<file path="src/sv/gmps_pkg.sv">
// Package: sizes, register indexes and shared types of the grid path sum block.
package gmps_pkg;

    localparam int DEF_MAX_COLS = 64;
    localparam int DEF_MAX_ROWS = 64;
    localparam int COST_W       = 16;
    localparam int PATH_W       = 23;
    localparam int CFG_W        = 7;
    localparam int CFG_IDX_W    = 2;

    typedef enum logic [CFG_IDX_W-1:0] {
        CFG_NUM_COLS = 2'd0,
        CFG_NUM_ROWS = 2'd1
    } t_cfg_idx;

    // Position of the current cell within the grid.
    typedef struct packed {
        logic first_row;
        logic first_col;
        logic last_col;
        logic last_row;
    } t_pos;

endpackage

</file>
<file path="src/sv/gmps_cell.sv">
// One cell of the row buffer shift line: holds one best sum of the row above.
module gmps_cell import gmps_pkg::*; #(
    parameter int WIDTH = 24
) (
    input  logic             i_clk,
    input  logic             i_shift,
    input  logic             i_load,
    input  logic [WIDTH-1:0] i_new,
    input  logic [WIDTH-1:0] i_prev,
    output logic [WIDTH-1:0] o_sum
);

    logic [WIDTH-1:0] r_sum;
    logic [WIDTH-1:0] n_sum;

    // Take the fresh sum at the entry cell, otherwise pass the neighbor's along.
    always_comb begin
        n_sum = r_sum;
        if (i_shift) begin
            n_sum = i_load ? i_new : i_prev;
        end
    end

    always_ff @(posedge i_clk) begin
        r_sum <= n_sum;
    end

    assign o_sum = r_sum;

endmodule

</file>
<file path="src/sv/gmps_pos.sv">
// Column and row counters that track where the current cell sits in the grid.
module gmps_pos import gmps_pkg::*; #(
    parameter int MAX_COLS = DEF_MAX_COLS,
    parameter int MAX_ROWS = DEF_MAX_ROWS,
    localparam int CW  = (MAX_COLS > 1) ? $clog2(MAX_COLS) : 1,
    localparam int RW  = (MAX_ROWS > 1) ? $clog2(MAX_ROWS) : 1,
    localparam int CEW = $clog2(MAX_COLS + 1),
    localparam int REW = $clog2(MAX_ROWS + 1)
) (
    input  logic           i_clk,
    input  logic           i_rst_n,
    input  logic           i_step,
    input  logic           i_restart,
    input  logic [CEW-1:0] i_cols,
    input  logic [REW-1:0] i_rows,
    output t_pos           o_pos
);

    logic [CW-1:0] r_col;
    logic [CW-1:0] n_col;
    logic [RW-1:0] r_row;
    logic [RW-1:0] n_row;

    always_comb begin
        o_pos.first_row = (r_row == '0);
        o_pos.first_col = (r_col == '0);
        o_pos.last_col  = ((CW+1)'(r_col) + (CW+1)'(1)) >= (CW+1)'(i_cols);
        o_pos.last_row  = ((RW+1)'(r_row) + (RW+1)'(1)) >= (RW+1)'(i_rows);
    end

    always_comb begin
        n_col = r_col;
        n_row = r_row;
        if (i_restart) begin
            n_col = '0;
            n_row = '0;
        end else if (i_step) begin
            if (o_pos.last_col) begin
                n_col = '0;
                n_row = o_pos.last_row ? '0 : r_row + RW'(1);
            end else begin
                n_col = r_col + CW'(1);
            end
        end
    end

    always_ff @(posedge i_clk) begin
        if (!i_rst_n) begin
            r_col <= '0;
            r_row <= '0;
        end else begin
            r_col <= n_col;
            r_row <= n_row;
        end
    end

endmodule

</file>
<file path="src/sv/grid_min_path_sum_row_buffer_top.sv">
// Top level of the minimum down/right path sum engine over a streamed grid.
//
// Use: write num_cols (index 0) and num_rows (index 1) through the plain
// write port while the block is idle; any write, even to an unused index,
// restarts the grid in progress. A size of 0 acts as 1 and a size above
// MAX_COLS / MAX_ROWS acts as that maximum. Send cell costs in row-major
// order on the input channel (i_valid / o_ready). After the bottom-right
// cell the minimum path sum of the grid comes out on the output channel
// (o_valid / i_ready) and the next item starts a fresh grid.
//
// Throughput: one item per cycle while no result waits on a low i_ready, set
// by the single add-and-compare stage and the shift line of row buffer cells,
// which advances one cell per item. The result register loads as the last item is accepted.
//
// The row of sums above lives in a chain of MAX_COLS cells; each new sum
// enters at cell MAX_COLS - cols and reaches the end just in time to be
// read as "above" by the same column of the next row.
//
// Reset: counters, left sum and the output valid clear at once; no clearing
// pass is needed since the first row writes every entry later rows read.
// Stall: while a result waits on a low i_ready, input is held off; a taken
// result frees the slot in the same cycle, so items keep flowing.
module grid_min_path_sum_row_buffer_top import gmps_pkg::*; #(
    parameter int MAX_COLS = DEF_MAX_COLS,
    parameter int MAX_ROWS = DEF_MAX_ROWS
) (
    input  logic                     i_clk,
    input  logic                     i_rst_n,
    input  logic                     i_cfg_we,
    input  logic [CFG_IDX_W-1:0]     i_cfg_index,
    input  logic [CFG_W-1:0]         i_cfg_data,
    input  logic                     i_valid,
    output logic                     o_ready,
    input  logic signed [COST_W-1:0] i_cell_cost,
    output logic                     o_valid,
    input  logic                     i_ready,
    output logic signed [PATH_W-1:0] o_path_sum
);

    localparam int CW    = (MAX_COLS > 1) ? $clog2(MAX_COLS) : 1;
    localparam int CEW   = $clog2(MAX_COLS + 1);
    localparam int REW   = $clog2(MAX_ROWS + 1);
    // Worst path touches MAX_COLS + MAX_ROWS - 1 cells of full-scale cost.
    localparam int SUM_W = COST_W + $clog2(MAX_COLS + MAX_ROWS) + 1;
    localparam int EXT_W = (SUM_W > PATH_W) ? SUM_W : PATH_W;
    localparam logic signed [EXT_W-1:0] PATH_MAX =
        EXT_W'((64'sd1 <<< (PATH_W - 1)) - 64'sd1);
    localparam logic signed [EXT_W-1:0] PATH_MIN =
        EXT_W'(-(64'sd1 <<< (PATH_W - 1)));

    // Configuration registers.
    logic [CFG_W-1:0] r_num_cols;
    logic [CFG_W-1:0] r_num_rows;

    always_ff @(posedge i_clk) begin
        if (!i_rst_n) begin
            r_num_cols <= CFG_W'(64);
            r_num_rows <= CFG_W'(64);
        end else if (i_cfg_we) begin
            unique case (i_cfg_index)
                CFG_NUM_COLS: r_num_cols <= i_cfg_data;
                CFG_NUM_ROWS: r_num_rows <= i_cfg_data;
                default: ;
            endcase
        end
    end

    // Clamp the sizes into 1 .. MAX.
    logic [CEW-1:0] cols_eff;
    logic [REW-1:0] rows_eff;
    logic [CW-1:0]  ins_pos;

    always_comb begin
        if (r_num_cols == '0) begin
            cols_eff = CEW'(1);
        end else if (32'(r_num_cols) > MAX_COLS) begin
            cols_eff = CEW'(MAX_COLS);
        end else begin
            cols_eff = CEW'(r_num_cols);
        end
        if (r_num_rows == '0) begin
            rows_eff = REW'(1);
        end else if (32'(r_num_rows) > MAX_ROWS) begin
            rows_eff = REW'(MAX_ROWS);
        end else begin
            rows_eff = REW'(r_num_rows);
        end
        ins_pos = CW'(MAX_COLS - 32'(cols_eff));
    end

    // Handshake: accept while the output slot is empty or being emptied.
    logic accept;
    assign o_ready = !o_valid || i_ready;
    assign accept  = i_valid && o_ready;

    t_pos pos;

    gmps_pos #(
        .MAX_COLS (MAX_COLS),
        .MAX_ROWS (MAX_ROWS)
    ) u_pos (
        .i_clk     (i_clk),
        .i_rst_n   (i_rst_n),
        .i_step    (accept),
        .i_restart (i_cfg_we),
        .i_cols    (cols_eff),
        .i_rows    (rows_eff),
        .o_pos     (pos)
    );

    // Row buffer: a shift line of cells, advanced once per accepted item.
    logic [SUM_W-1:0] cell_sum [MAX_COLS];
    logic signed [SUM_W-1:0] new_sum;

    for (genvar k = 0; k < MAX_COLS; k++) begin : g_cell
        logic [SUM_W-1:0] prev;
        if (k == 0) begin : g_head
            assign prev = cell_sum[0];
        end else begin : g_body
            assign prev = cell_sum[k-1];
        end
        gmps_cell #(
            .WIDTH (SUM_W)
        ) u_cell (
            .i_clk   (i_clk),
            .i_shift (accept),
            .i_load  (ins_pos == CW'(k)),
            .i_new   (new_sum),
            .i_prev  (prev),
            .o_sum   (cell_sum[k])
        );
    end

    // Best sum of the cell to the left.
    logic signed [SUM_W-1:0] r_left_sum;
    logic signed [SUM_W-1:0] above;
    logic signed [SUM_W-1:0] cost_ext;
    logic signed [SUM_W-1:0] base;

    always_comb begin
        above    = signed'(cell_sum[MAX_COLS-1]);
        cost_ext = SUM_W'(i_cell_cost);
        if (pos.first_row) begin
            base = pos.first_col ? '0 : r_left_sum;
        end else if (pos.first_col) begin
            base = above;
        end else begin
            base = (above < r_left_sum) ? above : r_left_sum;
        end
        new_sum = base + cost_ext;
    end

    always_ff @(posedge i_clk) begin
        if (!i_rst_n) begin
            r_left_sum <= '0;
        end else if (i_cfg_we) begin
            r_left_sum <= '0;
        end else if (accept) begin
            r_left_sum <= new_sum;
        end
    end

    // Saturate the final sum to the output width.
    logic signed [EXT_W-1:0] sum_ext;
    logic signed [EXT_W-1:0] sum_sat;

    always_comb begin
        sum_ext = EXT_W'(new_sum);
        if (sum_ext > PATH_MAX) begin
            sum_sat = PATH_MAX;
        end else if (sum_ext < PATH_MIN) begin
            sum_sat = PATH_MIN;
        end else begin
            sum_sat = sum_ext;
        end
    end

    // Output register: hold the result until it is taken.
    logic                     r_out_valid;
    logic                     n_out_valid;
    logic signed [PATH_W-1:0] r_path_sum;
    logic signed [PATH_W-1:0] n_path_sum;
    logic                     done;

    assign done = accept && pos.last_col && pos.last_row;

    always_comb begin
        n_out_valid = r_out_valid;
        n_path_sum  = r_path_sum;
        if (done) begin
            n_out_valid = 1'b1;
            n_path_sum  = PATH_W'(sum_sat);
        end else if (i_ready) begin
            n_out_valid = 1'b0;
        end
    end

    always_ff @(posedge i_clk) begin
        if (!i_rst_n) begin
            r_out_valid <= 1'b0;
        end else begin
            r_out_valid <= n_out_valid;
        end
    end

    always_ff @(posedge i_clk) begin
        r_path_sum <= n_path_sum;
    end

    assign o_valid    = r_out_valid;
    assign o_path_sum = r_path_sum;

endmodule

</file>
<file path="config.mk">
export PLATFORM = sky130hd
export DESIGN_NAME = grid_min_path_sum_row_buffer_top
export DESIGN_NICKNAME = d
export VERILOG_FILES = /design/src/sv/gmps_pkg.sv /design/src/sv/gmps_cell.sv /design/src/sv/gmps_pos.sv /design/src/sv/grid_min_path_sum_row_buffer_top.sv
export SDC_FILE = /design/constraint.sdc
export NUM_CORES = 2
export LEC_CHECK = 0
export ABC_AREA = 1
export BUFFER_PORTS_ARGS = -buffer_cell sky130_fd_sc_hd__buf_2
export CAP_MARGIN = 25
export CORE_ASPECT_RATIO = 1.1
export CORE_MARGIN = 10
export CORE_UTILIZATION = 48
export CTS_BUF_LIST = sky130_fd_sc_hd__clkbuf_16
export DETAILED_ROUTE_END_ITERATION = 6
export GPL_TIMING_DRIVEN = 0
export PLACE_DENSITY_LB_ADDON = 0.12
export REMOVE_ABC_BUFFERS = 1
export SYNTH_ARGS = -nofsm -noshare
export SYNTH_HDL_FRONTEND = slang
export SYNTH_HIERARCHICAL = 1
export SYNTH_SLANG_ARGS = --single-unit
</file>
<file path="constraint.sdc">
create_clock -name i_clk -period 54.2 [get_ports i_clk]
set_input_delay 0 -clock i_clk [delete_from_list [all_inputs] [get_ports i_clk]]
set_output_delay 0 -clock i_clk [all_outputs]
set_load 0.03 [all_outputs]
</file>
# --- Word-level counts from Yosys, hierarchy flattened ---
# Cells that the tools add are included.
classes:
  addsub: 6
  order_cmp: 7
  n_eq_ne: 64
  muxes: 76
  bitwise: 1
  n_reduce_logical: 17
op_table:
  columns: ["operator", "n"]
  rows:
  - ["$mux 24", 67]
  - ["$eq 6x6->1 const B", 32]
  - ["$eq 6x5->1 const B", 16]
  - ["$eq 6x4->1 const B", 8]
  - ["$mux 7", 4]
  - ["$add 24x16->24", 1]
  - ["$eq 6x3->1 const B", 4]
  - ["$gt 24x23->1 const B", 1]
  - ["$lt 24x23->1 const B", 1]
  - ["$lt 24x24->1", 1]
  - ["$mux 23", 1]
  - ["$logic_not 6->1", 3]
  - ["$add 6x1->7 const B", 2]
  - ["$ge 7x7->1", 2]
  - ["$gt 7x7->1 const B", 2]
  - ["$logic_not 7->1", 2]
  - ["$add 6x1->6 const B", 2]
  - ["$eq 6x2->1 const B", 2]
  - ["$mux 6", 2]
  - ["$reduce_and 2->1", 4]
  - ["$eq 6x1->1 const B", 1]
  - ["$sub 1x6->6 const A", 1]
  - ["$logic_and 1x1->1", 3]
  - ["$eq 2x1->1 const B", 1]
  - ["7 further kinds", 8]
word_totals:
  reg_bits: 1610
  out_inout_bits: 25
  word_cells: 242

# --- Depth between registers and ports, before layout ---
depth:
  word_depth: 7
  depth_mapped: 33
  ltp_nobuf: 32

# --- Hierarchy ---
# Netlist, hierarchy kept.
by_module_without_submodules:
  columns: ["module", "n_inst", "cells_each", "area_each_um2", "seq_area_each_um2"]
  rows:
  - ["gmps_cell", 64, 102, 1094.8, 720.7]
  - ["grid_min_path_sum_row_buffer_top", 1, 855, 5507.8, 1471.4]
  - ["gmps_pos", 1, 186, 1149.9, 240.2]

# --- Least setup slack after synthesis ---
# No wires, ideal clock.
synth_timing:
  kind: "flip-flop to flip-flop"
  startpoint: "register r_out_valid, in the netlist o_valid"
  endpoint: "register g_cell[0].u_cell.r_sum[0] (enable)"
  setup_ps: 11714
  arrival_ps: 28823
  t_required_ps: 42486
  slack_ps: 13662
  stages_incl_launch_ff: 4
  n_path_buf: 0
  cell_sequence: "dfxtp_1 > nand2_1 > nand2_1 > clkinv_1"
synth_between:
  elab_chain_len: 4
synth_rtl:
  columns: ["element", "line_no", "rtl"]
  rows:
  - ["start: declaration", "grid_min_path_sum_row_buffer_top.sv:179", "logic r_out_valid;"]
  - ["start signal: assignment", "grid_min_path_sum_row_buffer_top.sv:202", "r_out_valid <= n_out_valid;"]
  - ["$logic_not 1->1", "grid_min_path_sum_row_buffer_top.sv:93", "assign o_ready = !o_valid || i_ready;"]
  - ["$logic_or 1x1->1", "grid_min_path_sum_row_buffer_top.sv:93", null]
  - ["via o_ready", "grid_min_path_sum_row_buffer_top.sv:33", "output logic o_ready,"]
  - ["$logic_and 1x1->1", "grid_min_path_sum_row_buffer_top.sv:94", "assign accept = i_valid && o_ready;"]
  - ["via accept", "grid_min_path_sum_row_buffer_top.sv:92", "logic accept;"]
  - ["$reduce_and 2->1 (no source line)", null, null]
  - ["end signal: assignment", "gmps_cell.sv:25", "r_sum <= n_sum;"]
  - ["end: declaration", "gmps_cell.sv:13", "logic [WIDTH-1:0] r_sum;"]
# The timed path passes the listed nets, and every way through them passes these cells.
# A chain may end at the register's enable or synchronous reset.

# --- Worst setup path in the final report ---
layout_timing:
  startpoint: "register g_cell[63].u_cell.r_sum[9]"
  endpoint: "register r_left_sum[12]"
layout_between:
  elab_chain_len: 5
layout_rtl:
  columns: ["element", "line_no", "rtl"]
  rows:
  - ["start: declaration", "gmps_cell.sv:13", null]
  - ["start signal: assignment", "gmps_cell.sv:25", null]
  - ["$lt 24x24->1", "grid_min_path_sum_row_buffer_top.sv:148", "base = (above < r_left_sum) ? above : r_left_sum;"]
  - ["$mux 24", "grid_min_path_sum_row_buffer_top.sv:148", null]
  - ["$mux 24 *", "grid_min_path_sum_row_buffer_top.sv:145", "end else if (pos.first_col) begin"]
  - ["$mux 24 *", "grid_min_path_sum_row_buffer_top.sv:143", "if (pos.first_row) begin"]
  - ["$add 24x16->24 *", "grid_min_path_sum_row_buffer_top.sv:150", "new_sum = base + cost_ext;"]
  - ["end signal: assignment", "grid_min_path_sum_row_buffer_top.sv:159", "r_left_sum <= new_sum;"]
  - ["end: declaration", "grid_min_path_sum_row_buffer_top.sv:135", "logic signed [SUM_W-1:0] r_left_sum;"]
# Mark *: on every way between the ends. The rest lies on a longest branch, timed or not.

==> results.py <==
metrics = {
    "timing": {
        "skew_ns": 0.0257,
        "finalHoldViolCount": 0,
        "hold_slack_ns": 0.0541,
        "setup_violations": 0,
        "slew_viol_final": 0,
        "layout_setup_ws_ns": 47.81,
        "fmax_mhz": 157,
        "rsz0062_at_grt": "no",
        "period_minus_slack_ns": 6.39,
        "max-slew-margin-rel_pct": 31.5,
        "timing.final.crit_share_pct": 11.8,
        "tightest_slew_ns": 1.02,
    },
    "routing": {
        "drtPass1Iterations": 6,
        "vias": 49600,
        "drtAntennaViolNets": 0,
        "drt_iter0_drc": 3770,
        "drcViolationCount": 0,
        "totalWireLength_mm": 179,
        "via_per_inst": 5.02,
        "wl_per_cell_microns": 18.2,
    },
    "layout": {
        "drive_gt1_share_pct": 16.1,
        "final_cell_mix": "nand2_1 (4208), edfxtp_1 (1559), nand2_2 (650)",
        "nNetsFinal": 7732,
        "layout_commonest_cell": "nand2_1",
        "syn_to_final_growth_pct": 9.81,
        "num-fill-cells": 13800,
    },
    "placement": {
        "routabilityCongestion": 0.780,
        "dp_slack_ns": 47.97,
        "dp_hpwl_mm": 119,
        "port_buffers": 54,
    },
    "floorplanning": {
        "core-area_sq_mm": 0.159,
        "die_area_sq_mm": 0.176,
        "initial_utilization_pct": 48.4,
        "dieWidth_microns": 401,
        "rows": 153,
        "fp.dieH_microns": 439,
        "ios": 55,
    },
    "clock_tree": {
        "ctsHtreeMaxLevel": 4,
        "cts.path.max_buffers": 3,
        "clkTransAtPathRegs_ns": 0.06,
        "root_buffer": "clkbuf_16",
        "cts_tree": "yes",
        "cts-resized-gates": 0,
        "numCtsBuffers": 172,
        "worstSkewPairLatency_ns": 0.80,
        "clock_sinks": 1610,
    },
    "power": {
        "pwr_density_cell_mw_per_mm2": 35.7,
        "vdd_drop_max_v": 0.0000279,
        "total_power_mw": 3.01,
        "p_leak_nw": 36.3,
    },
    "synth": {
        "synth_cell_types": 46,
        "synth_area_leaders": "edfxtp_1 (61%), nand2_1 (21%), nand2_2 (5.3%)",
        "synth_edf_count": 1559,
        "ys_warn_count": 6,
        "ys.flop_type": "edfxtp_1",
        "async_reset_ff_share_pct": 0,
        "synth_top_area_share_pct": 61.0,
        "avgSynthCellArea_sq_um": 10.1,
        "synth_area_sq_mm": 0.0767,
        "netlist_instances": 7569,
        "seq_area_frac_synth_pct": 62.3,
        "ys_ff_latch": 1610,
        "yosysTopAreaCell": "edfxtp_1",
    },
    "global_routing": {
        "grt_pass1_wl_mm": 281,
        "overflow": 0,
        "grt_util_all_layers_pct": 20.1,
        "first_global_vias": 49000,
        "grt_max_degree": 107,
        "antenna_found_initial": 2,
    },
    "job": {
        "max-cap-violations": 0,
    },
    "worst_setup_path": {
        "cp.arrival_ns": 7.12,
        "critPathMaxStageDelay_ns": 0.59,
        "setup.worst_path.class": "reg -> reg",
        "cp-start-kind": "register",
        "cp_slowest_cell": "nand3_2",
        "cp_max_fo": 45,
        "cp.required_ns": 54.93,
        "reg2reg_depth": 32,
        "endpoint_kind": "register",
        "crit_top_cell": "nand2_1",
    },
    "min_path": {
        "hold_path_class": "in -> reg",
        "hold_depth": 4,
    },
    "status": {
        "status": "finished clean",
    },
}
power breakdown:
part           switching [mW]  internal (mW)  total (mW)
Combinational           0.278          0.121       0.399
Sequential             0.0310           1.47        1.50
Clock                   0.484          0.629        1.11
through the flow:
stage,area [sq um],util (%),setup TNS [ns],std cells
3_3_place_gp,75100,47.4,-7385.65,9363
4_1_cts,84200,53.1,0,9867
5_1_grt,84300,53.2,0,9871
3_5_place_dp,78500,49.5,0,9511
2_1_floorplan,72200,-,0,7217
6_report,84300,53.2,0,9871
timing repair:
item                      CTS  global route
hold buffers               42             0
buffers inserted            0             0
hold endpoints to repair   53             0
sequential cells by signal, indices dropped and copies added, names as in the netlist:
name                 count
r_num_rows               7
o_path_sum              23
u_pos/r_col              6
g_cell.u_cell/o_sum   1536
r_left_sum              24
o_valid                  1
r_num_cols               7
u_pos/r_row              6
cell families (layout without fill, tap and decap cells):
| group | Yosys count | after routing | synth area share (%) |
|---|---|---|---|
| other | 0 | 2 | 0 |
| and+or+nand+nor | 5064 | 5064 | 27.2 |
| DFF | 1610 | 1610 | 62.3 |
| muxes | 1 | 1 | 0.0130 |
| AOI/OAI and AO/OA | 206 | 206 | 1.45 |
| adders and majority gates | 65 | 65 | 1.07 |
| buffers and inverters | 603 | 811 | 7.71 |
| xor gates and xnor gates | 20 | 20 | 0.228 |
synth_stat cells (2+ instances only):
master / number
a211oi_1: 2
a21boi_1: 2
a21o_1: 6
a21oi_1: 67
a21oi_2: 2
buf_12: 65
buf_2: 6
buf_4: 3
buf_6: 194
clkbuf_1: 20
clkbuf_8: 64
dfxtp_1: 51
edfxtp_1: 1559
ha_1: 64
inv_1: 181
inv_2: 5
inv_8: 64
nand2_1: 4215
nand2_2: 649
nand2_4: 2
nand3_1: 31
nand3_2: 3
nand4_1: 9
nor2_1: 126
nor2_4: 13
nor3_1: 8
nor4_1: 2
o211ai_1: 3
o21ai_0: 109
o21ai_1: 2
o21bai_1: 7
or2_1: 2
or2_2: 2
xnor2_1: 7
xor2_1: 13
critical path: cells and delay by family (launching register included):
| family | cells | cell delay, ns |
|---|---|---|
| compound gates | 7 | 1.53 |
| fa+ha+maj | 3 | 0.92 |
| buf+inv | 7 | 1.67 |
| flops | 1 | 0.42 |
| simple gates | 15 | 1.78 |
cell type report:
type | instances | area, sq um | area share (%)
clock inverter | 136 | 817 | 0.970
sequential | 1610 | 47800 | 56.8
antenna | 2 | 5.00 | 0.00594
tap | 2092 | 2620 | 3.11
multi-input combinational | 5356 | 23400 | 27.8
timing repair buffer | 246 | 3700 | 4.40
inverter | 251 | 1430 | 1.70
clock buffer | 178 | 4450 | 5.29
worst paths after layout:
check | from | endpoint | slack, ns
setup / recovery | g_cell[63].u_cell/o_sum[9] | r_left_sum[12] | 47.81
hold / removal | i_cfg_data[4] | r_num_rows[4] | 0.05
setup reg to reg | g_cell[63].u_cell/o_sum[9] | r_left_sum[12] | 47.81
hold reg to reg | r_num_rows[2] | r_num_rows[2] | 0.49
layer usage:
layer,up-vias,track usage [%],wire length [microns]
met3,282,2.61,6820
met2,979,36.9,93800
met4,0,5.96,4680
li1,24400,-,-
met5,-,0,0
met1,23900,24.5,74000
No activity file was read; power rests on OpenSTA's default activity.
